## src/hdl/srb_pkg.sv

```systemverilog
// shared types and constants for the sequence reorder buffer
`timescale 1ns / 1ps

package srb_pkg;

	// reorder window, a power of two so that the slot is the low bits of the number
	localparam int WINDOW = 32;
	localparam int SLOT_W = $clog2(WINDOW);

	localparam int NUM_W = 32;
	localparam int LEN_W = 16;
	localparam int HANDLE_W = 32;
	localparam int ENTRY_W = LEN_W + HANDLE_W;

	localparam int QUEUE_DEPTH = 2;
	localparam int QPTR_W = $clog2(QUEUE_DEPTH);
	localparam int QCNT_W = $clog2(QUEUE_DEPTH + 1);

	// result status codes
	localparam logic [1:0] STATUS_RELEASED = 2'd0;
	localparam logic [1:0] STATUS_LATE = 2'd1;
	localparam logic [1:0] STATUS_AHEAD = 2'd2;

	// one queued request with its slot already worked out
	typedef struct packed {
		logic [NUM_W-1:0] number;
		logic [LEN_W-1:0] length;
		logic [HANDLE_W-1:0] handle;
		logic [SLOT_W-1:0] slot;
	} item_t;

	typedef enum logic [1:0] {
		ST_IDLE,
		ST_READ,
		ST_EMIT
	} back_state_t;

endpackage

```

## src/hdl/srb_ram.sv

```systemverilog
// generic single write port ram with registered read
`timescale 1ns / 1ps

module srb_ram #(
	parameter int WIDTH = 8,
	parameter int DEPTH = 32
) (
	input  logic                     clk,
	input  logic                     we,
	input  logic [$clog2(DEPTH)-1:0] waddr,
	input  logic [WIDTH-1:0]         wdata,
	input  logic                     re,
	input  logic [$clog2(DEPTH)-1:0] raddr,
	output logic [WIDTH-1:0]         rdata
);

	logic [WIDTH-1:0] mem_q [DEPTH];
	logic [WIDTH-1:0] rdata_q;

	always_ff @(posedge clk) begin
		if (we) begin
			mem_q[waddr] <= wdata;
		end
		if (re) begin
			rdata_q <= mem_q[raddr];
		end
	end

	assign rdata = rdata_q;

endmodule

```

## src/hdl/srb_front.sv

```systemverilog
// front end: accepts requests, works out the slot and queues them
`timescale 1ns / 1ps

module srb_front (
	input  logic                        clk,
	input  logic                        arst_n,
	input  logic                        frame_valid,
	output logic                        frame_ready,
	input  logic [srb_pkg::NUM_W-1:0]    frame_number,
	input  logic [srb_pkg::LEN_W-1:0]    frame_length,
	input  logic [srb_pkg::HANDLE_W-1:0] buffer_handle,
	output logic                        q_valid,
	output srb_pkg::item_t              q_item,
	input  logic                        q_pop
);

	import srb_pkg::*;

	item_t             entry_q [QUEUE_DEPTH];
	logic [QPTR_W-1:0] wr_ptr_q;
	logic [QPTR_W-1:0] rd_ptr_q;
	logic [QCNT_W-1:0] count_q;
	logic              push;
	item_t             new_item;

	assign frame_ready = (count_q != QCNT_W'(QUEUE_DEPTH));
	assign push = frame_valid && frame_ready;

	always_comb begin
		new_item.number = frame_number;
		new_item.length = frame_length;
		new_item.handle = buffer_handle;
		new_item.slot = frame_number[SLOT_W-1:0];
	end

	always_ff @(posedge clk) begin
		if (push) begin
			entry_q[wr_ptr_q] <= new_item;
		end
	end

	always_ff @(posedge clk or negedge arst_n) begin
		if (!arst_n) begin
			wr_ptr_q <= '0;
			rd_ptr_q <= '0;
			count_q <= '0;
		end else begin
			if (push) begin
				wr_ptr_q <= wr_ptr_q + QPTR_W'(1);
			end
			if (q_pop) begin
				rd_ptr_q <= rd_ptr_q + QPTR_W'(1);
			end
			if (push && !q_pop) begin
				count_q <= count_q + QCNT_W'(1);
			end else if (!push && q_pop) begin
				count_q <= count_q - QCNT_W'(1);
			end
		end
	end

	assign q_valid = (count_q != '0);
	assign q_item = entry_q[rd_ptr_q];

endmodule

```

## src/hdl/srb_back.sv

```systemverilog
// back end: window check, slot store and in-order release sequencer
`timescale 1ns / 1ps

module srb_back (
	input  logic                        clk,
	input  logic                        arst_n,
	input  logic                        q_valid,
	input  srb_pkg::item_t              q_item,
	output logic                        q_pop,
	output logic                        result_valid,
	input  logic                        result_ready,
	output logic [srb_pkg::NUM_W-1:0]    out_frame_number,
	output logic [srb_pkg::LEN_W-1:0]    out_length,
	output logic [srb_pkg::HANDLE_W-1:0] out_handle,
	output logic [1:0]                  status,
	output logic                        last_of_run
);

	import srb_pkg::*;

	back_state_t         state_q;
	back_state_t         state_d;
	logic [NUM_W-1:0]    next_exp_q;
	logic [WINDOW-1:0]   valid_q;

	logic [NUM_W-1:0]    offset;
	logic                is_late;
	logic                is_ahead;
	logic                drop;
	logic [SLOT_W-1:0]   ne_slot;
	logic [SLOT_W-1:0]   ne1_slot;
	logic                out_free;

	logic                store;
	logic                ram_re;
	logic                emit;
	logic                drop_load;
	logic [ENTRY_W-1:0]  ram_rdata;

	logic                out_valid_q;
	logic [NUM_W-1:0]    out_number_q;
	logic [LEN_W-1:0]    out_length_q;
	logic [HANDLE_W-1:0] out_handle_q;
	logic [1:0]          out_status_q;
	logic                out_last_q;

	// window classification against the expected number
	assign offset = q_item.number - next_exp_q;
	assign is_late = offset[NUM_W-1];
	assign is_ahead = !is_late && (offset >= NUM_W'(WINDOW));
	assign drop = is_late || is_ahead;

	assign ne_slot = next_exp_q[SLOT_W-1:0];
	assign ne1_slot = ne_slot + SLOT_W'(1);
	assign out_free = !out_valid_q || result_ready;

	always_comb begin
		state_d = state_q;
		unique case (state_q)
			ST_IDLE: begin
				if (q_valid && !drop) begin
					state_d = ST_READ;
				end
			end
			ST_READ: begin
				if (valid_q[ne_slot]) begin
					state_d = ST_EMIT;
				end else begin
					state_d = ST_IDLE;
				end
			end
			ST_EMIT: begin
				if (out_free) begin
					state_d = ST_READ;
				end
			end
			default: state_d = ST_IDLE;
		endcase
	end

	always_comb begin
		store = 1'b0;
		drop_load = 1'b0;
		ram_re = 1'b0;
		emit = 1'b0;
		unique case (state_q)
			ST_IDLE: begin
				store = q_valid && !drop;
				drop_load = q_valid && drop && out_free;
			end
			ST_READ: begin
				ram_re = valid_q[ne_slot];
			end
			ST_EMIT: begin
				emit = out_free;
			end
			default: ;
		endcase
		q_pop = store || drop_load;
	end

	srb_ram #(
		.WIDTH (ENTRY_W),
		.DEPTH (WINDOW)
	) u_slot_ram (
		.clk   (clk),
		.we    (store),
		.waddr (q_item.slot),
		.wdata ({q_item.length, q_item.handle}),
		.re    (ram_re),
		.raddr (ne_slot),
		.rdata (ram_rdata)
	);

	always_ff @(posedge clk or negedge arst_n) begin
		if (!arst_n) begin
			state_q <= ST_IDLE;
			next_exp_q <= '0;
			valid_q <= '0;
			out_valid_q <= 1'b0;
		end else begin
			state_q <= state_d;
			if (store) begin
				valid_q[q_item.slot] <= 1'b1;
			end
			if (emit) begin
				valid_q[ne_slot] <= 1'b0;
				next_exp_q <= next_exp_q + NUM_W'(1);
			end
			if (emit || drop_load) begin
				out_valid_q <= 1'b1;
			end else if (result_ready) begin
				out_valid_q <= 1'b0;
			end
		end
	end

	always_ff @(posedge clk) begin
		if (emit) begin
			out_number_q <= next_exp_q;
			out_length_q <= ram_rdata[ENTRY_W-1:HANDLE_W];
			out_handle_q <= ram_rdata[HANDLE_W-1:0];
			out_status_q <= STATUS_RELEASED;
			out_last_q <= !valid_q[ne1_slot];
		end else if (drop_load) begin
			out_number_q <= q_item.number;
			out_length_q <= q_item.length;
			out_handle_q <= q_item.handle;
			out_status_q <= is_late ? STATUS_LATE : STATUS_AHEAD;
			out_last_q <= 1'b1;
		end
	end

	assign result_valid = out_valid_q;
	assign out_frame_number = out_number_q;
	assign out_length = out_length_q;
	assign out_handle = out_handle_q;
	assign status = out_status_q;
	assign last_of_run = out_last_q;

endmodule

```

## src/hdl/sequence_reorder_buffer.sv

```systemverilog
// top level of the sequence reorder buffer
`timescale 1ns / 1ps

// frame descriptors arrive on the frame channel in any order and leave on the
// result channel in sequence order, starting from frame number zero after reset.
// a frame within 32 numbers ahead of the expected one is parked in its slot
// (number mod 32); a repeat of a parked number overwrites it. whenever the
// expected frame is present it goes out together with every consecutive parked
// frame, and last_of_run marks the final one released by that request. a frame
// behind the expected number, or 32 or more ahead, comes straight back with
// status late or ahead and last_of_run set, and changes nothing. a frame that
// only fills a gap further on produces no result. a two-deep request queue
// decouples the input from the slot sequencer, so the input can take two
// requests while results stall. the sequencer checks and stores each request
// in its idle state, then releases each frame in two steps as the slot ram
// read is registered (valid check with ram read, then load of the result
// register once it is free) and closes the run with a failing valid check.
// a dropped frame loads the result register from idle once it is free. there
// is no reset sweep: slot valid bits are flip-flops cleared by reset.

module sequence_reorder_buffer (
	input  logic                        clk,
	input  logic                        arst_n,
	// request channel
	input  logic                        frame_valid,
	output logic                        frame_ready,
	input  logic [srb_pkg::NUM_W-1:0]    frame_number,
	input  logic [srb_pkg::LEN_W-1:0]    frame_length,
	input  logic [srb_pkg::HANDLE_W-1:0] buffer_handle,
	// result channel
	output logic                        result_valid,
	input  logic                        result_ready,
	output logic [srb_pkg::NUM_W-1:0]    out_frame_number,
	output logic [srb_pkg::LEN_W-1:0]    out_length,
	output logic [srb_pkg::HANDLE_W-1:0] out_handle,
	output logic [1:0]                  status,
	output logic                        last_of_run
);

	import srb_pkg::*;

	// queue between front and back
	logic  q_valid;
	item_t q_item;
	logic  q_pop;

	// front end: takes requests and tags each with its slot
	srb_front u_front (
		.clk           (clk),
		.arst_n        (arst_n),
		.frame_valid   (frame_valid),
		.frame_ready   (frame_ready),
		.frame_number  (frame_number),
		.frame_length  (frame_length),
		.buffer_handle (buffer_handle),
		.q_valid       (q_valid),
		.q_item        (q_item),
		.q_pop         (q_pop)
	);

	// back end: window check, slot store, in-order release, result register
	srb_back u_back (
		.clk              (clk),
		.arst_n           (arst_n),
		.q_valid          (q_valid),
		.q_item           (q_item),
		.q_pop            (q_pop),
		.result_valid     (result_valid),
		.result_ready     (result_ready),
		.out_frame_number (out_frame_number),
		.out_length       (out_length),
		.out_handle       (out_handle),
		.status           (status),
		.last_of_run      (last_of_run)
	);

endmodule
```

## config.mk

```make
export PLATFORM = sky130hd
export DESIGN_NAME = sequence_reorder_buffer
export DESIGN_NICKNAME = d
export VERILOG_FILES = /design/src/hdl/srb_pkg.sv /design/src/hdl/srb_ram.sv /design/src/hdl/srb_front.sv /design/src/hdl/srb_back.sv /design/src/hdl/sequence_reorder_buffer.sv
export SDC_FILE = /design/constraint.sdc
export NUM_CORES = 2
export LEC_CHECK = 0
export BUFFER_PORTS_ARGS = -buffer_cell sky130_fd_sc_hd__buf_2
export CAP_MARGIN = 10
export CORE_MARGIN = 1
export CORE_UTILIZATION = 55
export CTS_CLUSTER_DIAMETER = 40
export DETAILED_ROUTE_END_ITERATION = 6
export PLACE_DENSITY_LB_ADDON = 0.05
export REMOVE_ABC_BUFFERS = 1
export SKIP_CTS_REPAIR_TIMING = 1
export SLEW_MARGIN = 20
export SYNTH_ARGS = -nofsm -noshare
export SYNTH_HDL_FRONTEND = slang
export SYNTH_SLANG_ARGS = --single-unit
```

## constraint.sdc

```tcl
create_clock -name clk -period 9.39 [get_ports clk]
set_input_delay 1.4085 -clock clk [delete_from_list [all_inputs] [get_ports clk]]
set_output_delay 1.4085 -clock clk [all_outputs]
set_load 0.1 [all_outputs]
```

==> reports/results.ini <==
[critical_path]
path_buf_inv = 2
slowest_delay_ns = 0.86
cp.arrival_ns = 7.99
path_class = reg -> reg
cp_common_cell = a211oi_1
critPathMaxFanout = 46
cp.required_ns = 9.85
crit_chain = mux2i_1 -> clkinv_1 -> ha_1 -> a211oi_1 -> o21ai_1 -> a21bo_2 -> a211oi_1 -> xnor2_1 -> or4_1 -> nor3_1 -> and4_1 -> nand4_4 -> nor2_4 -> buf_4
crit_slowest_cell = dfrtp_4
start_kind = flip-flop
cp_top_family = simple AND/OR/NAND/NOR gates
end_kind = flip-flop

[sta]
period_share_pct = 80.17
hold_ws_ns = 0.4990
relSlewSlack_pct = 20.15
max_freq_mhz = 132.8
drv_slew = 0
clock_skew_ns = 0.04550
rsz0062_at_grt = no
finalCriticalPeriod_ns = 7.528
final-hold-violation-count = 0
tightest_slew_ns = 1.195
timing.setup.tns_ns = 0
finalSetupViolations = 0

[cts]
cts.path.max_buffers = 3
cts.htree.levels = 4
clkSlewWorstSetupHoldPaths_ns = 0.05
cts_tree = built
cts_buffers = 221
insertion_delay_ns = 0.83
cts.sinks = 1898
root_buffer = clkbuf_16

[logic_synthesis]
yosysSeqAreaShare_pct = 75.80
ys.flop_type = edfxtp_1
syn-cell-area_sq_um = 74700
netlist.area_leader.share_pct = 73.36
synthTopCellsByArea = edfxtp_1, mux4_2, dfrtp_1
ys_warn_count = 0
synth_cells = 3562
synth_area_per_cell_sq_um = 20.97
synth_edf_count = 1825
ys_ff_latch = 1898
async_flop_share_pct = 3.741
yosys.cell_types.count = 68
synth.largest_area_cell = edfxtp_1

[detailed_routing]
ant_nets = 0
drt_wl_total_microns = 196000
wl_per_cell_microns = 33.61
initialDrtViolationCount = 5354
drt_pass1_iterations = 5
route.detailed.drc = 0
avgViaCountPerCell = 6.466
vias = 37710

[power]
vdd_drop_max_uv = 224.8
sequentialPowerShare_pct = 45.2
combPwrFrac_pct = 16.9
power_leakage_uw = 0.02785
p_int_uw = 16560
p_clk_share_pct = 37.9
swShare_pct = 29.64
p_switching_uw = 6975
power_density_nw_per_um2 = 274.3

[placement]
dp_hpwl_microns = 123100
io_buffers = 168
gp_congestion = 0.8720

[job]
cap_violations = 0

[status]
run_status = finished, final reports clean

[layout]
final_common_cell = edfxtp_1
drive_above_1_share_pct = 32.18
final_cell_mix = edfxtp_1, mux4_2, clkbuf_16, nand2_1, buf_2
layout.nets = 3980
synthToLayoutAreaGrowth_pct = 14.83

[floorplan]
rows = 134
pin_count = 169
die_h_microns = 370.5
start_util_pct = 55.69
fp.dieW_microns = 370.5
die-area_sq_um = 137300
core_sq_um = 134100

[global_routing]
antenna_found_initial = 21
grt_max_degree = 150
grt_overflow = 0
grt_use_total_pct = 29.09
grt_pass1_wl_microns = 277900
grt_pass1_vias = 37060

[hold_path]
min_path_type = in -> async

-- kinds of logic (layout without fill, tap and decap cells) --
group	after synthesis	in the layout	share of synthesized area, %
flops	1898	1898	75.80
mux	702	702	17.29
simple gates	395	395	2.440
buf+inv	245	738	1.295
compound gates	231	231	1.913
xor+xnor	54	54	0.6331
fa+ha+maj	37	37	0.6298
other cells	0	8	0
-- power by group through the flow --
| stage | Combinational [uW] | Clock (uW) | Sequential, uW |
|---|---|---|---|
| floorplan | 1430 | 0 | 11900 |
| global placement | 3900 | 0 | 10800 |
| detailed placement | 3970 | 0 | 10800 |
| CTS | 3980 | 9020 | 10700 |
| global route | 4160 | 9340 | 10700 |
| finish | 3970 | 8910 | 10600 |
-- per-stage QoR --
stage / utilization [%] / total power (uW) / setup slack [ns] / cells / area (sq um)
after global placement: 58.15 / 14700 / 2.046 / 5404 / 78000
after CTS: 63.94 / 23650 / 1.782 / 5823 / 85760
after global routing: 63.94 / 24180 / 1.402 / 5823 / 85760
final: 63.95 / 23530 / 1.862 / 5831 / 85780
after detailed placement: 58.15 / 14800 / 1.791 / 5404 / 78000
after floorplan: - / 13370 / -15.05 / 3389 / 74000
-- cells in the mapped netlist (all sizes together), types with 3 or more instances --
master	count
nand3	19
xor2	7
o21ai	55
a211oi	5
mux4	456
dfrtp	71
mux2i	97
and4	3
clkbuf	108
o221a	3
edfxtp	1825
mux2	149
nor2	88
o21a	8
o211ai	7
nor3	29
or2	23
nor2b	4
ha	36
a211o	3
nand2b	7
nand2	183
nand4	22
inv	71
xnor2	47
nor4	3
and3	8
buf	65
a21o	5
a21oi	72
o22ai	44
-- worst register-to-register path, cell delays in order (launching register included) --
cell	delay (ns)
dfrtp_4	0.86
mux2i_1	0.73
clkinv_1	0.44
ha_1	0.41
a211oi_1	0.31
o21ai_1	0.24
a21bo_2	0.30
a211oi_1	0.29
xnor2_1	0.11
or4_1	0.53
nor3_1	0.26
and4_1	0.60
nand4_4	0.65
nor2_4	0.88
buf_4	0.53
-- worst paths after layout --
path | cells after the start | slack, ns | startpoint | to
worst max-delay path | 14 | 1.86 | u_front.rd_ptr_q | u_back.u_slot_ram.mem_q[7][37]
worst min-delay path | 1 | 0.50 | arst_n | u_back.next_exp_q[20]
worst max register to register | 14 | 1.86 | u_front.rd_ptr_q | u_back.u_slot_ram.mem_q[7][37]
worst min register to register | 1 | 0.50 | u_back.status[1] | u_back.status[1]
max in group asynchronous | 2 | 7.79 | arst_n | u_back.next_exp_q[0]
min in group clk | 1 | 0.50 | u_back.status[1] | u_back.status[1]
-- area by class of cell --
cell class / count / area [sq um]
tap: 1768 / 2212
fill: 9066 / 48350
antenna: 8 / 20.02
timing repair buffer: 247 / 1490
inverter: 72 / 275.3
multi-input combinational: 1419 / 17390
clock inverter: 175 / 2077
clock buffer: 244 / 5679
sequential: 1898 / 56640
-- routing by layer --
metal	track usage (%)	wire length, microns
met2	40.45	84840
met4	5.492	2868
met1	46.80	85050
met3	7.688	23200
met5	0	30
-- sequential cells by signal, indices dropped and copies added, names as in the netlist --
signal                   flops
u_back.state_q               2
u_back.u_slot_ram.mem_q   1536
u_back.u_slot_ram.rdata     48
u_back.out_handle           32
u_back.out_frame_number     32
u_back.last_of_run           1
u_back.next_exp_q           32
u_front.rd_ptr_q             1
u_back.status                2
u_front.count_q              2
u_front.wr_ptr_q             1
u_back.valid_q              32
u_back.result_valid          1
u_front.entry_q            160
u_back.out_length           16
Power figures use the tool's default switching activity.
